File: src/sv/tape_edge_to_pcm_runs_top_defines.svh
// Assertion macros shared by the tape edge to PCM run converter
`ifndef TAPE_EDGE_TO_PCM_RUNS_TOP_DEFINES_SVH
`define TAPE_EDGE_TO_PCM_RUNS_TOP_DEFINES_SVH

// Same-cycle implication, sampled on clk, off during reset
`define TEPR_ASSERT_IMP(lbl, ante, cons, msg) \
  lbl: assert property (@(posedge clk) disable iff (rst) (ante) |-> (cons)) else $error(msg);

// Next-cycle implication, sampled on clk, off during reset
`define TEPR_ASSERT_NXT(lbl, ante, cons, msg) \
  lbl: assert property (@(posedge clk) disable iff (rst) (ante) |=> (cons)) else $error(msg);

`endif

File: src/sv/tepr_pkg.sv
// Package: widths, reset values and shared types of the tape edge to PCM run converter
`timescale 1ns / 1ps

package tepr_pkg;

  localparam int ACC_BITS_DEF = 40;
  localparam int TICKS_W      = 32;
  localparam int TPS_W        = 22;
  localparam int TERM_W       = 12;
  localparam int RUN_W        = 40;
  localparam int CFG_W        = TPS_W;

  localparam logic [RUN_W-1:0]  RUN_MAX    = {RUN_W{1'b1}};
  localparam logic [TPS_W-1:0]  TPS_RESET  = 22'd79;
  localparam logic [TERM_W-1:0] TERM_RESET = 12'd45;

  // Configuration register indexes
  typedef enum logic [0:0] {
    CFG_TPS  = 1'b0,
    CFG_TERM = 1'b1
  } cfg_idx_t;

  // Divider status seen by the sequencer
  typedef struct packed {
    logic busy;
    logic done;
  } div_stat_t;

endpackage

File: src/sv/tape_edge_to_pcm_runs_top.sv
// Top level: tape edge to PCM run converter with sequencer and output register
//
//  channel | signals                                  | moves
//  --------+------------------------------------------+------------------------------
//  s_      | tvalid tready tdata tuser tlast          | one tape edge request
//  m_      | tvalid tready tdata tuser tlast          | one (level, length) run
//  cfg_    | we index data                            | register write, no handshake
//
// A real edge runs ACC_BITS divider steps (40 at the default width), then the sequencer sees
// the divider finish, then plans and loads; an edge with no level change skips the divider.
// Extra results follow in turn. s_tready is high only while the sequencer is idle.
// rst is synchronous: state clears and registers return to 79 and 45.
// A low m_tready holds the output register and holds off the next edge's results.
`timescale 1ns / 1ps
`include "tape_edge_to_pcm_runs_top_defines.svh"

module tape_edge_to_pcm_runs_top #(
  parameter int ACC_BITS = tepr_pkg::ACC_BITS_DEF
) (
  input  logic                         clk,
  input  logic                         rst,
  input  logic                         s_tvalid,
  output logic                         s_tready,
  input  logic [tepr_pkg::TICKS_W-1:0] s_tdata,   // [31:0] edge_ticks
  input  logic [2:0]                   s_tuser,   // [0] no_edge [1] force_low [2] force_high
  input  logic                         s_tlast,   // tape_end
  output logic                         m_tvalid,
  input  logic                         m_tready,
  output logic [tepr_pkg::RUN_W-1:0]   m_tdata,   // [39:0] run_length
  output logic [0:0]                   m_tuser,   // [0] sample_high
  output logic                         m_tlast,   // last_of_run
  input  logic                         cfg_we,
  input  logic [0:0]                   cfg_index,
  input  logic [tepr_pkg::CFG_W-1:0]   cfg_data
);

  localparam int WIDE = (ACC_BITS + 1 > tepr_pkg::RUN_W) ? ACC_BITS + 1 : tepr_pkg::RUN_W;

  typedef enum logic [1:0] {S_IDLE, S_DIV, S_PLAN, S_EMIT} state_t;

  state_t state;

  logic [tepr_pkg::TPS_W-1:0]  tps;
  logic [tepr_pkg::TERM_W-1:0] term_len;

  logic                level;
  logic [ACC_BITS-1:0] balance;
  logic                emitted;
  logic                last_high;

  logic no_edge_q;
  logic tend_q;
  logic zero_q;

  logic [tepr_pkg::RUN_W-1:0] run_len;
  logic                       run_lvl;
  logic                       term_lvl;
  logic [2:0]                 pend;

  logic                       accept;
  logic [ACC_BITS:0]          sum_wide;
  logic [ACC_BITS-1:0]        sum_sat;
  logic                       level_next;
  logic [tepr_pkg::TPS_W-1:0] scale;

  logic [ACC_BITS-1:0]        quot;
  logic [tepr_pkg::TPS_W-1:0] rem;
  tepr_pkg::div_stat_t        div_stat;

  logic                       round_up;
  logic [WIDE-1:0]            len_wide;
  logic [tepr_pkg::RUN_W-1:0] len_sat;
  logic                       has_run;
  logic                       emitted_next;
  logic                       last_high_next;
  logic                       term_next;
  logic                       term_due;
  logic [2:0]                 pend_next;

  logic                       load;
  logic [2:0]                 pick;
  logic [2:0]                 rest;

  assign accept   = s_tvalid && s_tready;
  assign s_tready = (state == S_IDLE);
  assign scale    = (tps == '0) ? tepr_pkg::TPS_W'(1) : tps;

  // Saturating add of the edge into the accumulator
  assign sum_wide = {1'b0, balance} + (ACC_BITS + 1)'(s_tdata);
  assign sum_sat  = sum_wide[ACC_BITS] ? {ACC_BITS{1'b1}} : sum_wide[ACC_BITS-1:0];

  // Level change: no_edge holds the level, force low wins over force high, else toggle
  always_comb begin
    if (s_tuser[0]) level_next = level;
    else if (s_tuser[1]) level_next = 1'b0;
    else if (s_tuser[2]) level_next = 1'b1;
    else level_next = ~level;
  end

  tepr_div #(.ACC_BITS(ACC_BITS)) u_div (
    .clk      (clk),
    .rst      (rst),
    .start    (accept && !s_tuser[0]),
    .dividend (sum_sat),
    .divisor  (scale),
    .quot     (quot),
    .rem      (rem),
    .stat     (div_stat)
  );

  // Round the quotient and plan the results of this edge
  always_comb begin
    round_up       = rem > (scale >> 1);
    len_wide       = WIDE'(quot) + WIDE'(round_up);
    len_sat        = (len_wide > WIDE'(tepr_pkg::RUN_MAX)) ? tepr_pkg::RUN_MAX
                                                           : len_wide[tepr_pkg::RUN_W-1:0];
    has_run        = !no_edge_q && (len_wide != '0);
    emitted_next   = emitted || has_run;
    last_high_next = has_run ? level : last_high;
    term_next      = ~last_high_next;
    term_due       = tend_q && zero_q && emitted_next;
    pend_next      = {term_due && term_next, term_due && (term_len != '0), has_run};
  end

  // Pick the pending result in fixed order: run, then terminator run, then the low tail
  always_comb begin
    if (pend[0]) pick = 3'b001;
    else if (pend[1]) pick = 3'b010;
    else if (pend[2]) pick = 3'b100;
    else pick = 3'b000;
    rest = pend & ~pick;
  end

  assign load = (state == S_EMIT) && (!m_tvalid || m_tready) && (pend != '0);

  // Hold configuration registers
  always_ff @(posedge clk) begin
    if (rst) begin
      tps      <= tepr_pkg::TPS_RESET;
      term_len <= tepr_pkg::TERM_RESET;
    end else if (cfg_we) begin
      unique case (cfg_index)
        tepr_pkg::CFG_TPS:  tps      <= cfg_data[tepr_pkg::TPS_W-1:0];
        tepr_pkg::CFG_TERM: term_len <= cfg_data[tepr_pkg::TERM_W-1:0];
        default: ;
      endcase
    end
  end

  // Sequencer, tape state and output register
  always_ff @(posedge clk) begin
    if (rst) begin
      state     <= S_IDLE;
      level     <= 1'b0;
      balance   <= '0;
      emitted   <= 1'b0;
      last_high <= 1'b0;
      pend      <= '0;
      m_tvalid  <= 1'b0;
    end else begin
      if (m_tvalid && m_tready) m_tvalid <= 1'b0;
      unique case (state)
        S_IDLE: begin
          if (accept) begin
            level     <= level_next;
            balance   <= sum_sat;
            no_edge_q <= s_tuser[0];
            tend_q    <= s_tlast;
            zero_q    <= (s_tdata == '0);
            state     <= s_tuser[0] ? S_PLAN : S_DIV;
          end
        end
        S_DIV: begin
          if (div_stat.done) state <= S_PLAN;
        end
        S_PLAN: begin
          run_len   <= len_sat;
          run_lvl   <= level;
          term_lvl  <= term_next;
          pend      <= pend_next;
          emitted   <= emitted_next;
          last_high <= last_high_next;
          if (!no_edge_q) balance <= round_up ? '0 : ACC_BITS'(rem);
          // End of tape: drop all tape state
          if (tend_q) begin
            level     <= 1'b0;
            balance   <= '0;
            emitted   <= 1'b0;
            last_high <= 1'b0;
          end
          state <= S_EMIT;
        end
        S_EMIT: begin
          if (pend == '0) begin
            state <= S_IDLE;
          end else if (load) begin
            m_tvalid <= 1'b1;
            m_tlast  <= (rest == '0);
            pend     <= rest;
            if (pick[0]) begin
              m_tuser <= run_lvl;
              m_tdata <= run_len;
            end else if (pick[1]) begin
              m_tuser <= term_lvl;
              m_tdata <= tepr_pkg::RUN_W'(term_len);
            end else begin
              m_tuser <= 1'b0;
              m_tdata <= tepr_pkg::RUN_W'(1);
            end
            if (rest == '0) state <= S_IDLE;
          end
        end
        default: state <= S_IDLE;
      endcase
    end
  end

  // Checks on the sequencer and the divider
  `TEPR_ASSERT_IMP(a_ready_div_idle, s_tready, !div_stat.busy, "edge request taken while dividing")
  `TEPR_ASSERT_IMP(a_run_nonzero, m_tvalid, m_tdata != '0, "empty run on the output")
  `TEPR_ASSERT_NXT(a_div_start, s_tvalid && s_tready && !s_tuser[0], div_stat.busy, "divider not started")

endmodule

File: src/sv/tepr_div.sv
// Bit-serial restoring divider: one quotient bit per cycle
`timescale 1ns / 1ps

module tepr_div #(
  parameter int ACC_BITS = tepr_pkg::ACC_BITS_DEF
) (
  input  logic                       clk,
  input  logic                       rst,
  input  logic                       start,
  input  logic [ACC_BITS-1:0]        dividend,
  input  logic [tepr_pkg::TPS_W-1:0] divisor,
  output logic [ACC_BITS-1:0]        quot,
  output logic [tepr_pkg::TPS_W-1:0] rem,
  output tepr_pkg::div_stat_t        stat
);

  localparam int CNT_W = $clog2(ACC_BITS);

  logic [CNT_W-1:0]            cnt;
  logic                        busy;
  logic                        done;
  logic [tepr_pkg::TPS_W:0]    shifted;
  logic [tepr_pkg::TPS_W:0]    diff;
  logic                        ge;

  // Shared subtract and compare of the partial remainder
  assign shifted = {rem, quot[ACC_BITS-1]};
  assign ge      = shifted >= {1'b0, divisor};
  assign diff    = shifted - {1'b0, divisor};

  assign stat.busy = busy;
  assign stat.done = done;

  // Step the partial remainder, shift quotient bits in behind the dividend
  always_ff @(posedge clk) begin
    if (rst) begin
      busy <= 1'b0;
      done <= 1'b0;
      cnt  <= '0;
    end else begin
      done <= 1'b0;
      if (start) begin
        quot <= dividend;
        rem  <= '0;
        cnt  <= CNT_W'(ACC_BITS - 1);
        busy <= 1'b1;
      end else if (busy) begin
        rem  <= ge ? diff[tepr_pkg::TPS_W-1:0] : shifted[tepr_pkg::TPS_W-1:0];
        quot <= {quot[ACC_BITS-2:0], ge};
        cnt  <= cnt - 1'b1;
        if (cnt == '0) begin
          busy <= 1'b0;
          done <= 1'b1;
        end
      end
    end
  end

endmodule
File: config.mk
export PLATFORM = sky130hd
export DESIGN_NAME = tape_edge_to_pcm_runs_top
export DESIGN_NICKNAME = d
export VERILOG_FILES = /design/src/sv/tepr_pkg.sv /design/src/sv/tape_edge_to_pcm_runs_top.sv /design/src/sv/tepr_div.sv
export VERILOG_INCLUDE_DIRS = /design/src /design/src/sv
export SDC_FILE = /design/constraint.sdc
export NUM_CORES = 1
export LEC_CHECK = 0
export BUFFER_PORTS_ARGS = -buffer_cell sky130_fd_sc_hd__buf_2
export CORE_AREA = 10 10 171 173
export DETAILED_ROUTE_END_ITERATION = 8
export DIE_AREA = 0 0 181 183
export PLACE_DENSITY = 0.76
export REMOVE_ABC_BUFFERS = 1
export SETUP_SLACK_MARGIN = 0.05
export SLEW_MARGIN = 20
export SYNTH_ARGS = -nofsm -noshare
export SYNTH_HDL_FRONTEND = slang
export SYNTH_SLANG_ARGS = --single-unit
File: constraint.sdc
create_clock -name clk -period 4.1 [get_ports clk]
set_input_delay 0.41 -clock clk [delete_from_list [all_inputs] [get_ports clk]]
set_output_delay 0.41 -clock clk [all_outputs]
set_load 0.02 [all_outputs]
==> results of run 1 <==
flip-flops by register name (all words and copies together), names as in the netlist, 2 cells and up:
register    count
run_len        40
u_div.quot     40
balance        40
m_tdata        40
u_div.rem      22
state           2
u_div.cnt       6
pend            3
tps            22
term_len       12
cell families (layout without fill, tap and decap cells):
logic type               after synthesis  count (layout)  share of synthesized area [%]
AND/OR/NAND/NOR                      597             597                           20.9
buffers and inverters                143             397                           3.99
adder cells (fa/ha/maj)               67              67                           6.09
multiplexers                          14              14                           1.08
AO/OA/AOI/OAI                        405             405                           18.4
XOR/XNOR                              72              72                           4.51
flip-flops                           240             240                           45.1
synth_stat cells (9+ instances only):
library cell	count	share of area (%)
a211oi_1	19	1.0
a21o_1	25	1.3
a21oi_1	121	4.3
a22o_1	9	0.56
a22oi_1	19	1.0
a31oi_1	25	1.1
and2_1	40	1.8
and3_1	16	0.72
and4_1	13	0.82
buf_2	14	0.50
clkbuf_1	64	1.7
dfxtp_1	91	13
edfxtp_1	149	32
ha_1	64	5.7
inv_1	57	1.5
nand2_1	210	5.6
nand2b_1	22	0.99
nand3_1	34	1.2
nand4_1	25	1.1
nor2_1	137	3.7
nor2b_1	17	0.76
nor3_1	31	1.1
nor4_1	23	1.0
o21a_1	12	0.64
o21ai_0	87	3.1
o21bai_1	11	0.59
xnor2_1	44	2.8
xor2_1	28	1.8
worst max-delay path: stages, from the launching register on:
cell      delay, ns
edfxtp_1       0.44
ha_4           0.25
buf_4          0.14
a21oi_4        0.15
o211ai_1       0.12
a31o_2         0.28
a311oi_4       0.34
a21oi_4        0.12
ha_2           0.21
ha_2           0.17
buf_4          0.15
nor2_4         0.11
a21oi_1        0.07
o32ai_1        0.31
nand4_1        0.19
nor4_4         0.29
nand4_1        0.19
nor4_4         0.41
a21o_2         0.22
mux2_4         0.31
o21ai_1        0.11
cell type report:
class,count,share of cell area (%)
clock buffers,36,4.34
clock inverters,12,0.976
inverters,58,1.26
multi-input cells,1155,43.1
flip-flops and latches,240,36.4
well taps,335,2.42
repair buffers,291,11.5
repair_timing:
action                     in CTS  in global routing
pin swaps                      20                 27
buffers inserted               14                  6
setup endpoints to repair       8                 14
gates resized for setup        35                 34
how the worst max path moves through the flow:
stage	endpoint	slack, ns	depth (start not counted)
after floorplan	u_div.quot[0]$_DFFE_PP_	-1.59	6
after global placement	pend[2]$_SDFFE_PP0P_	-0.72	19
after detailed placement	pend[2]$_SDFFE_PP0P_	-0.79	19
after CTS	pend[2]$_SDFFE_PP0P_	-0.41	20
after global routing	pend[2]$_SDFFE_PP0P_	-0.66	20
final	pend[2]$_SDFFE_PP0P_	-0.55	20
routing by layer:
metal / track usage, % / up-vias
li1: - / 6047
met1: 30.0 / 5933
met2: 36.6 / 487
met3: 3.68 / 77
met4: 6.57 / 2
met5: 0 / -
power by group:
group	internal [mW]	switching, mW	total (mW)
registers	3.03	0.278	3.31
clock network	1.53	0.967	2.50
logic	1.38	2.00	3.38
total	5.94	3.25	9.19
per-stage QoR:
step | worst slack (ns) | util (%) | hold slack, ns | power (mW)
3_5_place_dp | -0.788 | 61.6 | 0.449 | 6.53
6_report | -0.552 | 67.2 | 0.0894 | 9.19
4_1_cts | -0.408 | 66.4 | 0.0775 | 9.10
3_3_place_gp | -0.720 | 61.6 | 0.444 | 6.44
5_1_grt | -0.657 | 67.2 | 0.0803 | 9.71
2_1_floorplan | -1.59 | - | 0.429 | 5.36
==> out/qor.yml, run 1 <==
status: "complete, but fails checks"
violations: "setup timing"
nets: 1902
crit_fanout: 4
grt_overflow_total: 0
max-cap-violations: 0
firstDrtPassIters: 5
r2r-end: "pend[2]$_SDFFE_PP0P_"
ys_seq_area_share_pct: 45.1
vias: 12500
yosysUniqueCellTypes: 80
worst_slew_pin_slew_ns: 0.728
mostFrequentLayoutCells: "nand2_1 (207), buf_4 (175), edfxtp_1 (149)"
core_region_area_sq_um: 25800
hold_depth: 1
p_leak_nw: 7.01
place_congestion: 0.958
stdcell_area_sq_um: 17300
routedWlPerCell_um: 18.4
maxSlewHeadroom_pct: 51.0
ff2ff_path_depth: 20
final_common_cell: "nand2_1"
place_inst: 2058
die_h_um: 183
max_freq_mhz: 215
critPathLaunch: "u_div.rem[7]$_SDFFCE_PP0P_"
ioPinCount: 108
maxUsedRoutingLayer: "met5"
yosysWarnings: 0
cts-root-buf: "clkbuf_16"
wl_met1_um: 16800
first_global_vias: 12200
postCtsHoldBufs: 0
rsz0062_at_grt: "true"
worst_slack_ns: -0.552
dieArea_sq_um: 33100
cp.arrival_ns: 5.11
cts_made_buffers: 26
min_from: "s_tlast"
crit_required_ns: 4.56
viasPerCell: 5.90
cts.clk_slew.worst_paths_ns: 0.06
irDropWorstVdd_mv: 0.419
fp.dieW_um: 181
finalNonFillerCells: 2127
postRouteAntennaNets: 0
htreeDepth: 1
dr_wl_met2_um: 18200
syn_avg_cell_area_sq_um: 9.08
track_usage_pct: 22.4
drt-total-wl_um: 39200
syn_inst: 1538
synth-edff-count: 149
antenna_found_initial: 1
seqCellArea_sq_um: 6300
hpwl_um: 29000
drt_iter0_markers: 1029
hold_violations: 0
start_util_pct: 54.2
synth_seq_cells: 240
power.density_nw_per_um2: 531
wl_met3_um: 3240
area_delta_synth_final_pct: 23.9
clk_latency_ns: 0.53
crit_type: "flop to flop"
port_buffers: 107
diodes: 0
finalCriticalPeriod_ns: 4.65
min_period_over_period_pct: 113
hold_class: "input port to flop"
fin_tns_setup_ns: -2.89
synth_ff_type: "edfxtp_1"
rows: 59
cts_tree: "built"
clock-sinks: 240
place_area_sq_um: 15900
drc: 0
syn_area_sq_um: 14000
drive_above_1_share_pct: 22.7
clockBufferDepth: 3
min_to: "tend_q$_DFFE_PP_"
n_fill_cell: 1993
async_flop_share_pct: 0
multi_input_area_sq_um: 7470
r2r_start: "u_div.rem[7]$_SDFFCE_PP0P_"
setup_violations: 6
grt_pass1_wl_um: 62300
startpoint_type: "flop"
grt_max_degree: 64
finClkSkew_ns: 0.0130
maxSlewViolCount: 0
r2r_slack_ns: -0.55
end_kind: "flop"
Note: power is estimated with default switching activity, not from simulation.
==> run 2: changes to the inputs <==
- ABC_AREA: unset -> 1
- CORE_AREA: 10 10 171 173 -> 10 10 175 177
- DIE_AREA: 0 0 181 183 -> 0 0 185 187
==> run 2 against run 1 <==
Effect of this change: the flow now finishes without violations; die area rose by 4.4%; area after synthesis increased by 5.2%; sequential cell count did not move; fmax increased by 23%; combinational power grew 11%; global-route usage is 0.73 points higher; sequential share of layout area grew 1.2 points; worst hold slack got worse by 0.035 ns; critical path type unchanged; critical endpoint is now u_div.rem[14]$_SDFFCE_PP0P_.
==> out/qor.yml, run 2 <==
status: "complete, no violations"
clock-sinks: 240
synth_top_family_by_area: "simple AND/OR/NAND/NOR gates"
syn_inst: 1949
vias: 13500
track_usage_pct: 23.1
synthAdderAreaFrac_pct: 5.72
synth.top_cell.area_share_pct: 30.5
globalRouteMet1Util_pct: 33.0
core_region_area_sq_um: 27300
power.density_nw_per_um2: 562
port_buffers: 107
end_kind: "flop"
firstDrtPassIters: 5
hold_class: "input port to flop"
ioPinCount: 108
grt_pass1_wl_um: 65600
rows: 61
antenna_found_initial: 0
grt_use_met3_pct: 2.72
hpwl_um: 32000
drt_iter0_markers: 1273
synth.mux.area_fraction_pct: 0
critPathLaunch: "tps[0]$_SDFFE_PP1P_"
clockBufferDepth: 3
hold_violations: 0
final_common_cell: "nand2_1"
max-cap-violations: 0
rsz0062_at_grt: "false"
postCtsHoldBufs: 0
synth-edff-count: 149
worst_slew_pin_slew_ns: 0.939
synth_ff_type: "edfxtp_1"
synth_xor_area_share_pct: 2.91
dieArea_sq_um: 34600
syn_avg_cell_area_sq_um: 7.54
hold_ws_ns: 0.0548
maxSlewHeadroom_pct: 37.3
max_freq_mhz: 264
ys_seq_area_share_pct: 42.9
clk_latency_ns: 0.54
top_usage_layer: "met2"
crit_required_ns: 4.39
min_period_over_period_pct: 92.3
syn_area_sq_um: 14700
async_flop_share_pct: 0
mostFrequentLayoutCells: "nand2_1 (519), inv_1 (245), nor2_1 (193)"
postRouteAntennaNets: 0
drt-total-wl_um: 41200
start_util_pct: 53.8
ff2ff_path_depth: 16
area_delta_synth_final_pct: 14.1
nets: 2181
maxSlewViolCount: 0
htreeDepth: 1
drc: 0
yosysTopAreaCell: "edfxtp_1"
first_global_vias: 12700
synth.area.top_cells: "edfxtp_1 (30%), nand2_1 (13%), dfxtp_1 (12%)"
routedWlPerCell_um: 17.1
die_h_um: 187
setup_violations: 0
viasPerCell: 5.59
stdcell_area_sq_um: 16800
p_leak_nw: 7.27
synth_seq_cells: 240
yosys-top-cells-count: "nand2_1 (521), inv_1 (246), nor2_1 (201), edfxtp_1 (149), o21ai_0 (125)"
yosysMostFrequentCell: "nand2_1"
cts_made_buffers: 27
finalCriticalPeriod_ns: 3.78
synth-simple-area-share_pct: 27.4
irDropWorstVdd_mv: 0.385
cp.arrival_ns: 4.07
diodes: 0
r2r-end: "u_div.rem[14]$_SDFFCE_PP0P_"
cp-endpoint: "u_div.rem[14]$_SDFFCE_PP0P_"
fp.dieW_um: 185
use_met2_pct: 36.5
r2r_start: "tps[0]$_SDFFE_PP1P_"
crit_type: "flop to flop"
place_area_sq_um: 15600
cts.clk_slew.worst_paths_ns: 0.06
r2r_slack_ns: 0.32
grt_overflow_total: 0
yosysWarnings: 0
place_congestion: 0.983
finClkSkew_ns: 0.0209
synth-compound-area-share_pct: 13.1
cts_tree: "built"
grt_max_degree: 85
cts-root-buf: "clkbuf_16"
startpoint_type: "flop"
drive_above_1_share_pct: 13.1
crit_fanout: 4
yosysUniqueCellTypes: 50
[run 2: layer usage]
layer	vias up	wire, um	part of all wire (%)
met5	-	0	0
met4	0	766	1.9
met3	59	3310	8.0
met2	512	18600	45
met1	6280	18500	45
li1	6665	-	-
[run 2: report_power, final]
group / internal [mW] / switching, mW
logic: 1.23 / 2.52
registers: 3.08 / 0.265
clock network: 1.32 / 0.996
[run 2: timing repair]
| action | CTS | global route |
|---|---|---|
| setup buffers | 0 | 4 |
| gates resized for setup | 1 | 41 |
| endpoints found under the hold margin | 0 | 0 |
| pin swaps | 0 | 5 |
| endpoints found under the setup margin | 1 | 6 |
[run 2: critical path, stage by stage, from the launching register on]
cell and delay (ns):
dfxtp_1 0.40, nor4_1 0.37, nand3_1 0.24, nor4_1 0.24
a31o_2 0.20, ha_1 0.19, fa_1 0.23, nor2_1 0.06
o21ai_1 0.11, nand2_1 0.10, a21oi_1 0.13, nand2_1 0.10
a21boi_1 0.35, o21ai_0 0.23, a21oi_1 0.27, xor2_1 0.20
a21oi_1 0.09
[run 2: worst min-delay path by stage]
stage,start,endpoint,depth (start not counted)
after floorplan,level$_SDFFE_PP0P_,run_lvl$_DFFE_PP_,0
after detailed placement,level$_SDFFE_PP0P_,run_lvl$_DFFE_PP_,0
final,s_tlast,tend_q$_DFFE_PP_,1
after global placement,balance[39]$_SDFFE_PP0P_,balance[39]$_SDFFE_PP0P_,2
after CTS,s_tlast,tend_q$_DFFE_PP_,1
after global routing,s_tlast,tend_q$_DFFE_PP_,1
[run 2: layout make-up]
type                    instances  area [sq um]
repair buffers                128           743
multi-input cells            1402          7480
inverters                     252           946
fillers                      2527         10600
well taps                     346           433
clock buffers                  35           767
clock inverters                15          96.3
flip-flops and latches        240          6300
[run 2: cells by family (layout without fill, tap and decap cells)]
kind of cell / Yosys count / in the layout
and+or+nand+nor: 946 / 946
AOI/OAI and AO/OA: 342 / 342
buffers and inverters: 307 / 430
DFF: 240 / 240
adders and majority gates: 66 / 66
xor gates and xnor gates: 48 / 48
[run 2: through the flow]
stage | setup WS (ns) | power, mW | util, % | cells | TNS [ns]
floorplan | -3.22 | 5.89 | - | 1894 | -234.97
global placement | 0.254 | 6.92 | 57.2 | 2363 | 0
detailed placement | 0.0496 | 6.97 | 57.2 | 2363 | 0
CTS | 0.0647 | 9.31 | 60.3 | 2413 | 0
global route | 0.0426 | 10.1 | 61.4 | 2418 | 0
finish | 0.317 | 9.42 | 61.4 | 2418 | 0
==> run 3: changes to the inputs <==
- CORE_AREA: 10 10 175 177 -> 10 10 184 186
- DIE_AREA: 0 0 185 187 -> 0 0 194 196
- PLACE_DENSITY: 0.76 -> 0.75
- SYNTH_HIERARCHICAL: unset -> 1
==> run 3 against run 2 <==
Effect of this change: register-to-register slack worse by 0.09 ns; clock power is essentially flat; combinational power increased by 5.6%; worst hold slack better by 0.034 ns; global-route usage fell by 0.36 points; utilization is 1.4 points lower; count of clock-buffer cells in the layout fell by 5; power up 1.7%; clock skew down 0.0093 ns; area after synthesis grew 11%; wire length increased by 8.7%.
==> out/qor.yml, run 3 <==
place_congestion: 0.956
fp.dieW_um: 194
place_inst: 2715
area_delta_synth_final_pct: 11.5
cts_made_buffers: 26
worst_slew_pin_slew_ns: 1.06
syn_avg_cell_area_sq_um: 7.17
worst_slack_ns: 0.232
antenna_found_initial: 1
p_leak_nw: 8.47
max_stage_delay_ns: 0.43
die_h_um: 196
postCtsHoldBufs: 0
irDropWorstVdd_mv: 0.361
drc: 0
p_total_mw: 9.58
dieArea_sq_um: 38000
finalNonFillerCells: 2776
syn_area_sq_um: 16300
setup_violations: 0
crit_fanout: 5
drive_above_1_share_pct: 12.5
grt_pass1_wl_um: 72600
cp.arrival_ns: 4.34
clk_latency_ns: 0.54
hpwl_um: 35400
clock-sinks: 240
startpoint_type: "flop"
power.density_nw_per_um2: 528
fin_util_pct: 60.0
drt_iter0_markers: 1270
crit_type: "flop to flop"
multi_input_area_sq_um: 8500
hold_violations: 0
maxSlewViolCount: 0
rows: 64
first_global_vias: 14400
min_from: "s_tlast"
grt_max_degree: 50
yosysWarnings: 6
port_buffers: 107
grt_overflow_total: 0
fin_tns_setup_ns: 0
viasPerCell: 5.40
r2r_start: "u_div/rem[3]$_SDFFCE_PP0P_"
final_common_cell: "nand2_1"
max-cap-violations: 0
crit_required_ns: 4.57
finalCriticalPeriod_ns: 3.87
firstDrtPassIters: 6
cts-root-buf: "clkbuf_16"
hold_class: "input port to flop"
diodes: 0
track_usage_pct: 22.7
finClkSkew_ns: 0.0116
mostFrequentLayoutCells: "nand2_1 (732), inv_1 (309), nor2_1 (195)"
ioPinCount: 108
nets: 2509
htreeDepth: 1
syn_inst: 2270
vias: 15000
start_util_pct: 53.8
drt-total-wl_um: 44800
max_freq_mhz: 259
end_kind: "flop"
maxSlewHeadroom_pct: 28.8
critPathLaunch: "u_div/rem[3]$_SDFFCE_PP0P_"
seqCellArea_sq_um: 6300
cts_tree: "built"
clockBufferDepth: 3
cts.clk_slew.worst_paths_ns: 0.06
routedWlPerCell_um: 16.1
core_region_area_sq_um: 30300
postRouteAntennaNets: 0
n_fill_cell: 2851
dp_slack_ns: 0.155
slowest_stage: "edfxtp_1"
status: "complete, no violations"
min_period_over_period_pct: 94.3
critPathMostFrequentCell: "nand2_1"
==> run 3: metal layers <==
layer	global-route usage [%]	share of wire, %	up-vias
met5	0	0	-
met2	36.8	45	513
met4	6.33	2.7	0
met3	3.60	7.4	71
met1	30.9	45	6901
li1	-	-	7504
==> run 3: worst max-delay path, delay by kind of cell, from the launching register on <==
kind	cells	cell delay, ns
AOI/OAI and AO/OA	4	0.51
DFF	1	0.43
buffers and inverters	2	0.24
and+or+nand+nor	19	1.94
adders and majority gates	3	0.69
==> run 3: power breakdown <==
part / switching, mW / internal, mW / total, mW
combinational: 2.67 / 1.29 / 3.96
sequential: 0.268 / 3.05 / 3.31
clock: 0.954 / 1.35 / 2.30
total: 3.89 / 5.69 / 9.58
==> run 3: area by class of cell <==
cell class,count,area share [%]
Multi-Input combinational cell,1633,46.8
Sequential cell,240,34.7
Inverter,318,6.59
Timing Repair Buffer,141,4.56
Clock buffer,30,3.67
Tap cell,396,2.73
Clock inverter,18,0.944
==> run 3: worst paths after layout <==
path | slack (ns) | end | depth (start not counted)
worst max-delay path | 0.23 | pend[2]$_SDFFE_PP0P_ | 28
worst min-delay path | 0.09 | tend_q$_DFFE_PP_ | 1
worst max register to register | 0.23 | pend[2]$_SDFFE_PP0P_ | 28
worst min register to register | 0.44 | run_lvl$_DFFE_PP_ | 0
==> run 3: what timing repair did <==
action / CTS / global route
resized for setup: 0 / 13
setup endpoints to repair: 0 / 6
setup buffers: 0 / 12
==> run 3: per-stage QoR <==
stage          hold WS, ns  area, sq um
4_1_cts             0.0674        18000
3_3_place_gp         0.413        17100
5_1_grt             0.0799        18100
2_1_floorplan        0.408        15900
6_report            0.0889        18100
3_5_place_dp         0.423        17100
